**src/design/tof_pkg.sv**
```systemverilog
// Shared types and constants for the two-way ranging time-of-flight block.
// No dependencies.
`default_nettype none
package tof_pkg;

  localparam int STAMP_BITS_DEF = 32;
  localparam logic [31:0] MPT_RESET = 32'd20144885;

  typedef struct packed {
    logic valid;
    logic neg;
    logic zero;
  } tof_ctl_t;

endpackage
`default_nettype wire

```
**src/design/tof_div_cell.sv**
```systemverilog
// One restoring-division cell: produces one quotient bit per item per cycle.
// Depends on tof_pkg.
`default_nettype none
module tof_div_cell #(
  parameter int STAMP_BITS = tof_pkg::STAMP_BITS_DEF
) (
  input  wire                      clk,
  input  wire                      rst,
  input  tof_pkg::tof_ctl_t        ctl_in,
  input  wire  [STAMP_BITS+1:0]    den_in,
  input  wire  [STAMP_BITS+1:0]    rem_in,
  input  wire  [STAMP_BITS-1:0]    low_in,
  input  wire  [STAMP_BITS-1:0]    q_in,
  output tof_pkg::tof_ctl_t        ctl_out,
  output logic [STAMP_BITS+1:0]    den_out,
  output logic [STAMP_BITS+1:0]    rem_out,
  output logic [STAMP_BITS-1:0]    low_out,
  output logic [STAMP_BITS-1:0]    q_out
);
  import tof_pkg::*;

  localparam int S = STAMP_BITS;

  logic [S+2:0] trial;
  logic         ge;
  logic [S+2:0] diff;

  assign trial = {rem_in, low_in[S-1]};
  assign ge    = trial >= {1'b0, den_in};
  assign diff  = trial - {1'b0, den_in};

  always_ff @(posedge clk) begin
    if (rst) begin
      ctl_out <= '0;
    end else begin
      ctl_out <= ctl_in;
    end
  end

  always_ff @(posedge clk) begin
    den_out <= den_in;
    rem_out <= ge ? diff[S+1:0] : trial[S+1:0];
    low_out <= {low_in[S-2:0], 1'b0};
    q_out   <= {q_in[S-2:0], ge};
  end

endmodule
`default_nettype wire

```
**config.mk**
```make
export PLATFORM = sky130hd
export DESIGN_NAME = tof_div_cell
export DESIGN_NICKNAME = d
export VERILOG_FILES = /design/src/design/tof_pkg.sv /design/src/design/tof_div_cell.sv
export SDC_FILE = /design/constraint.sdc
export NUM_CORES = 1
export LEC_CHECK = 0
export BUFFER_PORTS_ARGS = -buffer_cell sky130_fd_sc_hd__clkbuf_2
export CAP_MARGIN = 5
export CORE_MARGIN = 4
export CORE_UTILIZATION = 50
export CTS_BUF_LIST = sky130_fd_sc_hd__clkbuf_8
export DETAILED_ROUTE_END_ITERATION = 7
export GPL_TIMING_DRIVEN = 0
export PLACE_DENSITY_LB_ADDON = 0.15
export SETUP_SLACK_MARGIN = 0.3
export SYNTH_ARGS = -nofsm -noshare
export SYNTH_HDL_FRONTEND = slang
export SYNTH_SLANG_ARGS = --single-unit
```
**constraint.sdc**
```tcl
create_clock -name clk -period 8.3 [get_ports clk]
set_clock_uncertainty 0.05 [all_clocks]
set_input_delay 1.66 -clock clk [delete_from_list [all_inputs] [get_ports clk]]
set_output_delay 1.66 -clock clk [all_outputs]
set_load 0.01 [all_outputs]
```
After elaboration in Yosys (flattened, before gate mapping) --
Index checks and enable logic that the tools add are counted.
Word-level totals: flip-flop bits (word level) 134, bits of input ports 137, output and inout port bits 135, word-level logic and storage cells 10
Operators by class: add/subtract/negate cells 1, magnitude comparators 1, multiplexer cells 1
Operators with widths (count):
- 35-bit by 34-bit greater-or-equal comparator with 1-bit output | 1
- 34-bit two-way mux | 1
- 34-bit subtractor | 1

Logic depth before layout (Yosys ltp) --
Gate-level depths: netlist of the first run.
depth in word-level cells 2, mapped depth 13, mapped depth without buffers 12

Worst setup path after synthesis of the first run --
OpenSTA, ideal clock, no wires.
path kind input to register, start point input port low_in[31], end point register rem_out[32], library setup time 115 ps, arrival time 3876 ps, data required time 8135 ps, path slack 4258 ps, cell stages on the path 12, buffers on the path 0, cell sequence inv_1 > ha_1 > inv_1 > fa_1 > a21oi_1 > o211ai_1 > a211oi_2 > o22ai_1 > o2111ai_1 > a41oi_1 > or3_1 > a31o_1
Between the ends: word-level cells in the longest chain between the ends 2, elaborated cells between the ends (all ways) 3, classes of those cells add/sub: 1; order compare: 1; mux: 1
RTL lines:
- start: declaration | line tof_div_cell.sv:12 | input wire [STAMP_BITS-1:0] low_in,
- 34-bit subtractor or 35-bit by 34-bit greater-or-equal comparator with 1-bit output (tied branches) | line tof_div_cell.sv:30, tof_div_cell.sv:29
- 34-bit two-way mux * | line tof_div_cell.sv:42 | rem_out <= ge ? diff[S+1:0] : trial[S+1:0];
- end signal: assignment | line tof_div_cell.sv:42
- end: declaration | line tof_div_cell.sv:16 | output logic [STAMP_BITS+1:0] rem_out,
Every way passes the cells marked *; elsewhere a longest branch is shown, timed or not. A chain may end at the register's enable or synchronous reset.

Worst setup path after layout of the first run --
Same ends and word-level chain as after synthesis.

==> results.yml, run 1 <==
global_route:
  grt_max_degree: 17
  grt_pass1_wl_microns: 21800
  antenna_found_initial: 0
  grt_use_total_pct: 23.7
  grt_remaining_overflow: 0
  grt_pass1_vias: 4591
final_layout:
  syn2layout_area_growth_pct: 37.9
  drive_gt1_share_pct: 39.7
  regArea_sq_mm: 0.00268
  instances_no_fill: 952
  stdcell_area_sq_mm: 0.00701
  final_nets: 978
  insertedDiodeCount: 0
  multi_input_area_sq_mm: 0.00212
  fillers: 819
drt:
  dr_total_vias: 4674
  drt-vias-per-instance: 4.91
  drtPass1Iterations: 4
  drc_errors: 0
  ant_nets: 0
  drtIter0Drc: 186
  wirelength_microns: 14100
  wl_per_cell_microns: 14.9
place:
  gp_congestion: 0.817
  dpl.cell_count: 920
  hpwlAfterDp_microns: 11900
  io_buffers: 269
  place_area_sq_mm: 0.00660
critical_path:
  arrival_ns: 4.46
  worstPathRequired_ns: 8.56
  end_kind: "flop"
  crit_type: "in2reg"
  cp-start-kind: "primary input"
  crit_fanout: 4
outcome:
  outcome: "completed"
synth:
  syn_inst: 518
  synth_nets: 690
  synth_top_area_share_pct: 52.8
  muxShareOfSynthArea_pct: 0.886
  synth-simple-area-share_pct: 10.9
  ys_warn_count: 0
  synth_edf_count: 0
  synth.cell_area_sq_mm: 0.00508
  synthXorXnorAreaFrac_pct: 5.00
  yosys.area.top_type: "dfxtp_1"
  yosysMostFrequentCell: "dfxtp_1"
  async_reset_ff_share_pct: 0
  syn_avg_cell_area_sq_um: 9.82
  synth_common_cells: "dfxtp_1 (134), nand2_1 (52), o21ai_0 (44)"
  ys_top_cells_by_area: "dfxtp_1 (53%), ha_1 (8.4%), o21ai_0 (4.3%), nand2_1 (3.8%), a21oi_1 (3.1%)"
  yosysSeqAreaShare_pct: 52.8
  synth_adder_area_share_pct: 8.76
  synth_cell_types: 57
  synth_compound_area_share_pct: 16.1
  synth_top_family_by_area: "compound AO/OA/AOI/OAI gates"
  ys.flop_type: "dfxtp_1"
  ys_seq_elements: 134
power:
  p_leak_nw: 3.59
  vdd_ir_drop_max_v: 0.000111
  p_int_mw: 1.14
  p_comb_share_pct: 20.1
  p_per_area_mw_per_mm2: 227
  p_clk_share_pct: 34.7
  power_switching_mw: 0.449
  seq_power_share_pct: 45.2
  total_power_mw: 1.59
  power.share.switching_pct: 28.2
clock_tree:
  cts_repair_resize_count: 0
  cts.clk_slew.worst_paths_ns: 0.08
  postCtsSetupBuffers: 0
  cts_htree_levels: 4
  max-clock-path-buffers: 2
  postCtsHoldBufs: 0
  cts-root-buf: "clkbuf_8"
  cts-buffers-inserted: 17
  cts_tree: "done"
  clock_sinks: 134
sta:
  worst_pin_slew_ns: 0.486
  min_period_over_period_pct: 50.6
  hold_violations: 0
  period_minus_slack_ns: 4.20
  tns_ns: 0
  maxSlewViolCount: 0
  setup_viol: 0
  max_freq_mhz: 238
  rsz0062_at_grt: "no"
  slew-limit-headroom_pct: 67.2
  hold_ws_ns: 1.29
job:
  cap_viol_max_count: 0
floorplanning:
  die_height_microns: 109
  start_util_pct: 51.8
  dieArea_sq_mm: 0.0118
  core_sq_mm: 0.00982
  fp.dieW_microns: 109
  rows: 36
  io_pins: 272
hold_path:
  hp-class: "in2reg"
==> stage by stage <==
step | setup WS [ns] | util, %
final | 4.10 | 71.4
after global routing | 3.98 | 71.4
after CTS | 4.17 | 71.4
after detailed placement | 3.72 | 67.2
after global placement | 3.77 | 67.2
after floorplan | 4.26 | -
==> cell type report <==
| type | instances | share of cell area, % |
|---|---|---|
| buffer | 22 | 1.78 |
| clock buffer | 17 | 3.34 |
| clock inverter | 15 | 2.55 |
| inverter | 42 | 2.25 |
| multi-input combinational | 320 | 30.2 |
| sequential | 134 | 38.3 |
| tap | 133 | 2.37 |
| timing repair buffer | 269 | 19.2 |
==> routing by layer <==
layer	wire length, microns	track usage [%]	vias up
met5	0	0	-
met4	196	7.84	0
met3	990	6.75	12
met2	7740	44.0	175
met1	5210	25.7	2136
li1	-	-	2351
==> layout by cell type, fill, tap and decap left out, types with 5 or more instances in the layout <==
master / instances
dfxtp_1: 134
a21oi_1: 32
o21ai_0: 44
nand4_1: 9
nand3_1: 7
nor3_1: 6
xnor2_1: 16
ha_1: 34
inv_1: 42
clkbuf_1: 9
clkbuf_8: 17
nor2b_1: 5
nor2_1: 22
clkbuf_2: 272
nand2_1: 52
xor2_1: 13
a21o_1: 11
==> flip-flops by register name, indices dropped and copies added, names as in the netlist <==
| name | count |
|---|---|
| den_out | 34 |
| q_out | 32 |
| rem_out | 34 |
| ctl_out | 3 |
| low_out | 31 |
==> path summary, 6_finish.rpt <==
check  startpoint                   to  slack, ns  cells after the start
max    low_in[31]  rem_out[32]$_DFF_P_       4.10                     13
min      q_in[23]    q_out[24]$_DFF_P_       1.29                      1
==> critical path, cell delays in order <==
cell       delay [ns]
clkbuf_2         0.09
inv_1            0.05
ha_1             0.16
inv_1            0.05
fa_1             0.40
a21oi_1          0.22
o211ai_1         0.23
a211oi_2         0.45
o22ai_1          0.22
o2111ai_1        0.23
a41oi_1          0.17
or3_1            0.33
a31o_1           0.21
==> cell families (layout without fill, tap and decap cells) <==
group / Yosys count / after routing
DFF: 134 / 134
and+or+nand+nor: 120 / 120
xor gates and xnor gates: 29 / 29
buffers and inverters: 64 / 365
muxes: 4 / 4
AOI/OAI and AO/OA: 131 / 131
other: 1 / 1
adders and majority gates: 35 / 35
==> power by group through the flow <==
stage / combinational (mW) / sequential, mW / clock (mW)
after global routing: 0.358 / 0.725 / 0.599
after global placement: 0.319 / 0.733 / 0
after floorplan: 0.152 / 0.768 / 0
after CTS: 0.325 / 0.721 / 0.567
after detailed placement: 0.322 / 0.736 / 0
final: 0.320 / 0.720 / 0.552
Note: power is estimated with default switching activity, not from simulation.
==> inputs of run 2 (changes only) <==
--- a/config.mk
+++ b/config.mk
@@ -8,7 +8,7 @@
 export BUFFER_PORTS_ARGS = -buffer_cell sky130_fd_sc_hd__clkbuf_2
 export CAP_MARGIN = 5
 export CORE_MARGIN = 4
-export CORE_UTILIZATION = 50
+export CORE_UTILIZATION = 42
 export CTS_BUF_LIST = sky130_fd_sc_hd__clkbuf_8
 export DETAILED_ROUTE_END_ITERATION = 7
 export GPL_TIMING_DRIVEN = 0
==> constraint.sdc (replaced) <==
create_clock -name clk -period 3.85 [get_ports clk]
set_clock_uncertainty 0.05 [all_clocks]
set_input_delay 0.77 -clock clk [delete_from_list [all_inputs] [get_ports clk]]
set_output_delay 0.77 -clock clk [all_outputs]
set_load 0.01 [all_outputs]
==> results.yml, run 2 (same netlist as run 1, synthesis figures left out) <==
clock_tree:
  max-clock-path-buffers: 2
  postCtsHoldBufs: 0
  cts.clk_slew.worst_paths_ns: 0.08
  cts-buffers-inserted: 17
  cts-root-buf: "clkbuf_8"
  cts_htree_levels: 4
  clock_sinks: 134
  cts_tree: "done"
  cts_repair_resize_count: 0
  postCtsSetupBuffers: 0
final_layout:
  insertedDiodeCount: 0
  final_nets: 978
  mostFrequentLayoutCells: "clkbuf_2 (272), dfxtp_1 (134), nand2_1 (52)"
  syn2layout_area_growth_pct: 39.0
  drive_gt1_share_pct: 39.6
  largest_registers: "den_out x34, rem_out x34, q_out x32"
  mostFrequentLayoutCell: "clkbuf_2"
critical_path:
  max_stage_delay_ns: 0.46
  crit_chain: "clkbuf_2 > inv_1 > ha_1 > inv_1 > fa_1 > a21oi_1 > o211ai_1 > a211oi_2 > o22ai_1 > o2111ai_1 > a41oi_1 > or3_1 > a31o_1"
  crit_buf_inv: 3
  crit_fanout: 4
  arrival_ns: 3.57
  crit_type: "in2reg"
  cp_common_cell: "inv_1"
  cp_top_family: "compound AO/OA/AOI/OAI gates"
  slowest_stage: "a211oi_2"
  worstPathRequired_ns: 4.14
  end_kind: "flop"
  cp-start-kind: "primary input"
floorplanning:
  fp.dieW_microns: 118
  io_pins: 272
  start_util_pct: 43.8
  dieArea_sq_mm: 0.0139
  core_sq_mm: 0.0116
  rows: 39
  die_height_microns: 118
drt:
  wirelength_microns: 14300
  ant_nets: 0
  drtPass1Iterations: 4
  drc_errors: 0
  dr_total_vias: 4601
  drt-vias-per-instance: 4.78
  drtIter0Drc: 204
  wl_per_cell_microns: 14.8
sta:
  min_period_over_period_pct: 85.2
  tns_ns: 0
  max_freq_mhz: 305
  hold_violations: 0
  rsz0062_at_grt: "no"
  hold_ws_ns: 0.366
  period_minus_slack_ns: 3.28
  setup_viol: 0
  maxSlewViolCount: 0
global_route:
  grtUsageMet1_pct: 22.6
  use_met3_pct: 6.05
  grt_remaining_overflow: 0
  grt_pass1_vias: 4692
  antenna_found_initial: 0
  use_met2_pct: 37.4
  top_usage_layer: "met2"
  grt_max_degree: 17
  grt_pass1_wl_microns: 23100
  grt_use_total_pct: 20.7
place:
  hpwlAfterDp_microns: 11700
  gp_congestion: 0.801
  io_buffers: 269
hold_path:
  hold_end: "q_out[24]$_DFF_P_"
  min_path_cells: 1
  worstHoldStart: "q_in[23]"
  hp-class: "in2reg"
power:
  p_leak_nw: 3.61
  vdd_ir_drop_max_v: 0.000213
  p_per_area_mw_per_mm2: 507
  total_power_mw: 3.59
job:
  cap_viol_max_count: 0
outcome:
  outcome: "completed"
[run 2: changes by cell type in the layout (fill, tap and decap cells not counted), sizes merged]
cell,previous run,this run
clkinv,6,2
bufinv,3,5
inv,46,49
clkinvlp,2,1
[run 2: layout make-up]
| class | instances | area (sq um) |
|---|---|---|
| Clock inverter | 15 | 225 |
| Timing Repair Buffer | 269 | 1350 |
| Clock buffer | 17 | 234 |
| Buffer | 22 | 125 |
| Tap cell | 143 | 179 |
| Inverter | 42 | 158 |
| Multi-Input combinational cell | 320 | 2120 |
| Sequential cell | 134 | 2680 |
| Fill cell | 994 | 4540 |
[run 2: routing by layer]
metal | wire length [microns] | share of wire [%]
met5 | 0 | 0
met4 | 280 | 2.0
met3 | 923 | 6.5
met2 | 7420 | 52
met1 | 5640 | 40
[run 2: how the worst max path moves through the flow]
stage	cells after the start	slack, ns	end	start
floorplan	12	0.70	rem_out[32]$_DFF_P_	low_in[31]
global placement	13	0.19	rem_out[32]$_DFF_P_	low_in[31]
detailed placement	13	0.15	rem_out[32]$_DFF_P_	low_in[31]
CTS	13	0.63	rem_out[32]$_DFF_P_	low_in[31]
global route	13	0.45	rem_out[32]$_DFF_P_	low_in[31]
finish	13	0.57	rem_out[32]$_DFF_P_	low_in[31]
[run 2: power by group]
group	switching [mW]	total (mW)	internal [mW]	leakage (nW)
Clock	0.564	1.34	0.778	0.236
Combinational	0.393	0.695	0.302	2.25
Sequential	0.0324	1.55	1.52	1.13
Total	0.989	3.59	2.60	3.61
[run 2: through the flow]
stage	area (sq um)	util (%)	cells	setup slack, ns
floorplan	5080	-	518	0.698
global placement	6610	56.9	930	0.188
detailed placement	6610	56.9	930	0.151
CTS	7070	60.9	962	0.629
global route	7070	60.9	962	0.451
finish	7070	60.9	962	0.571
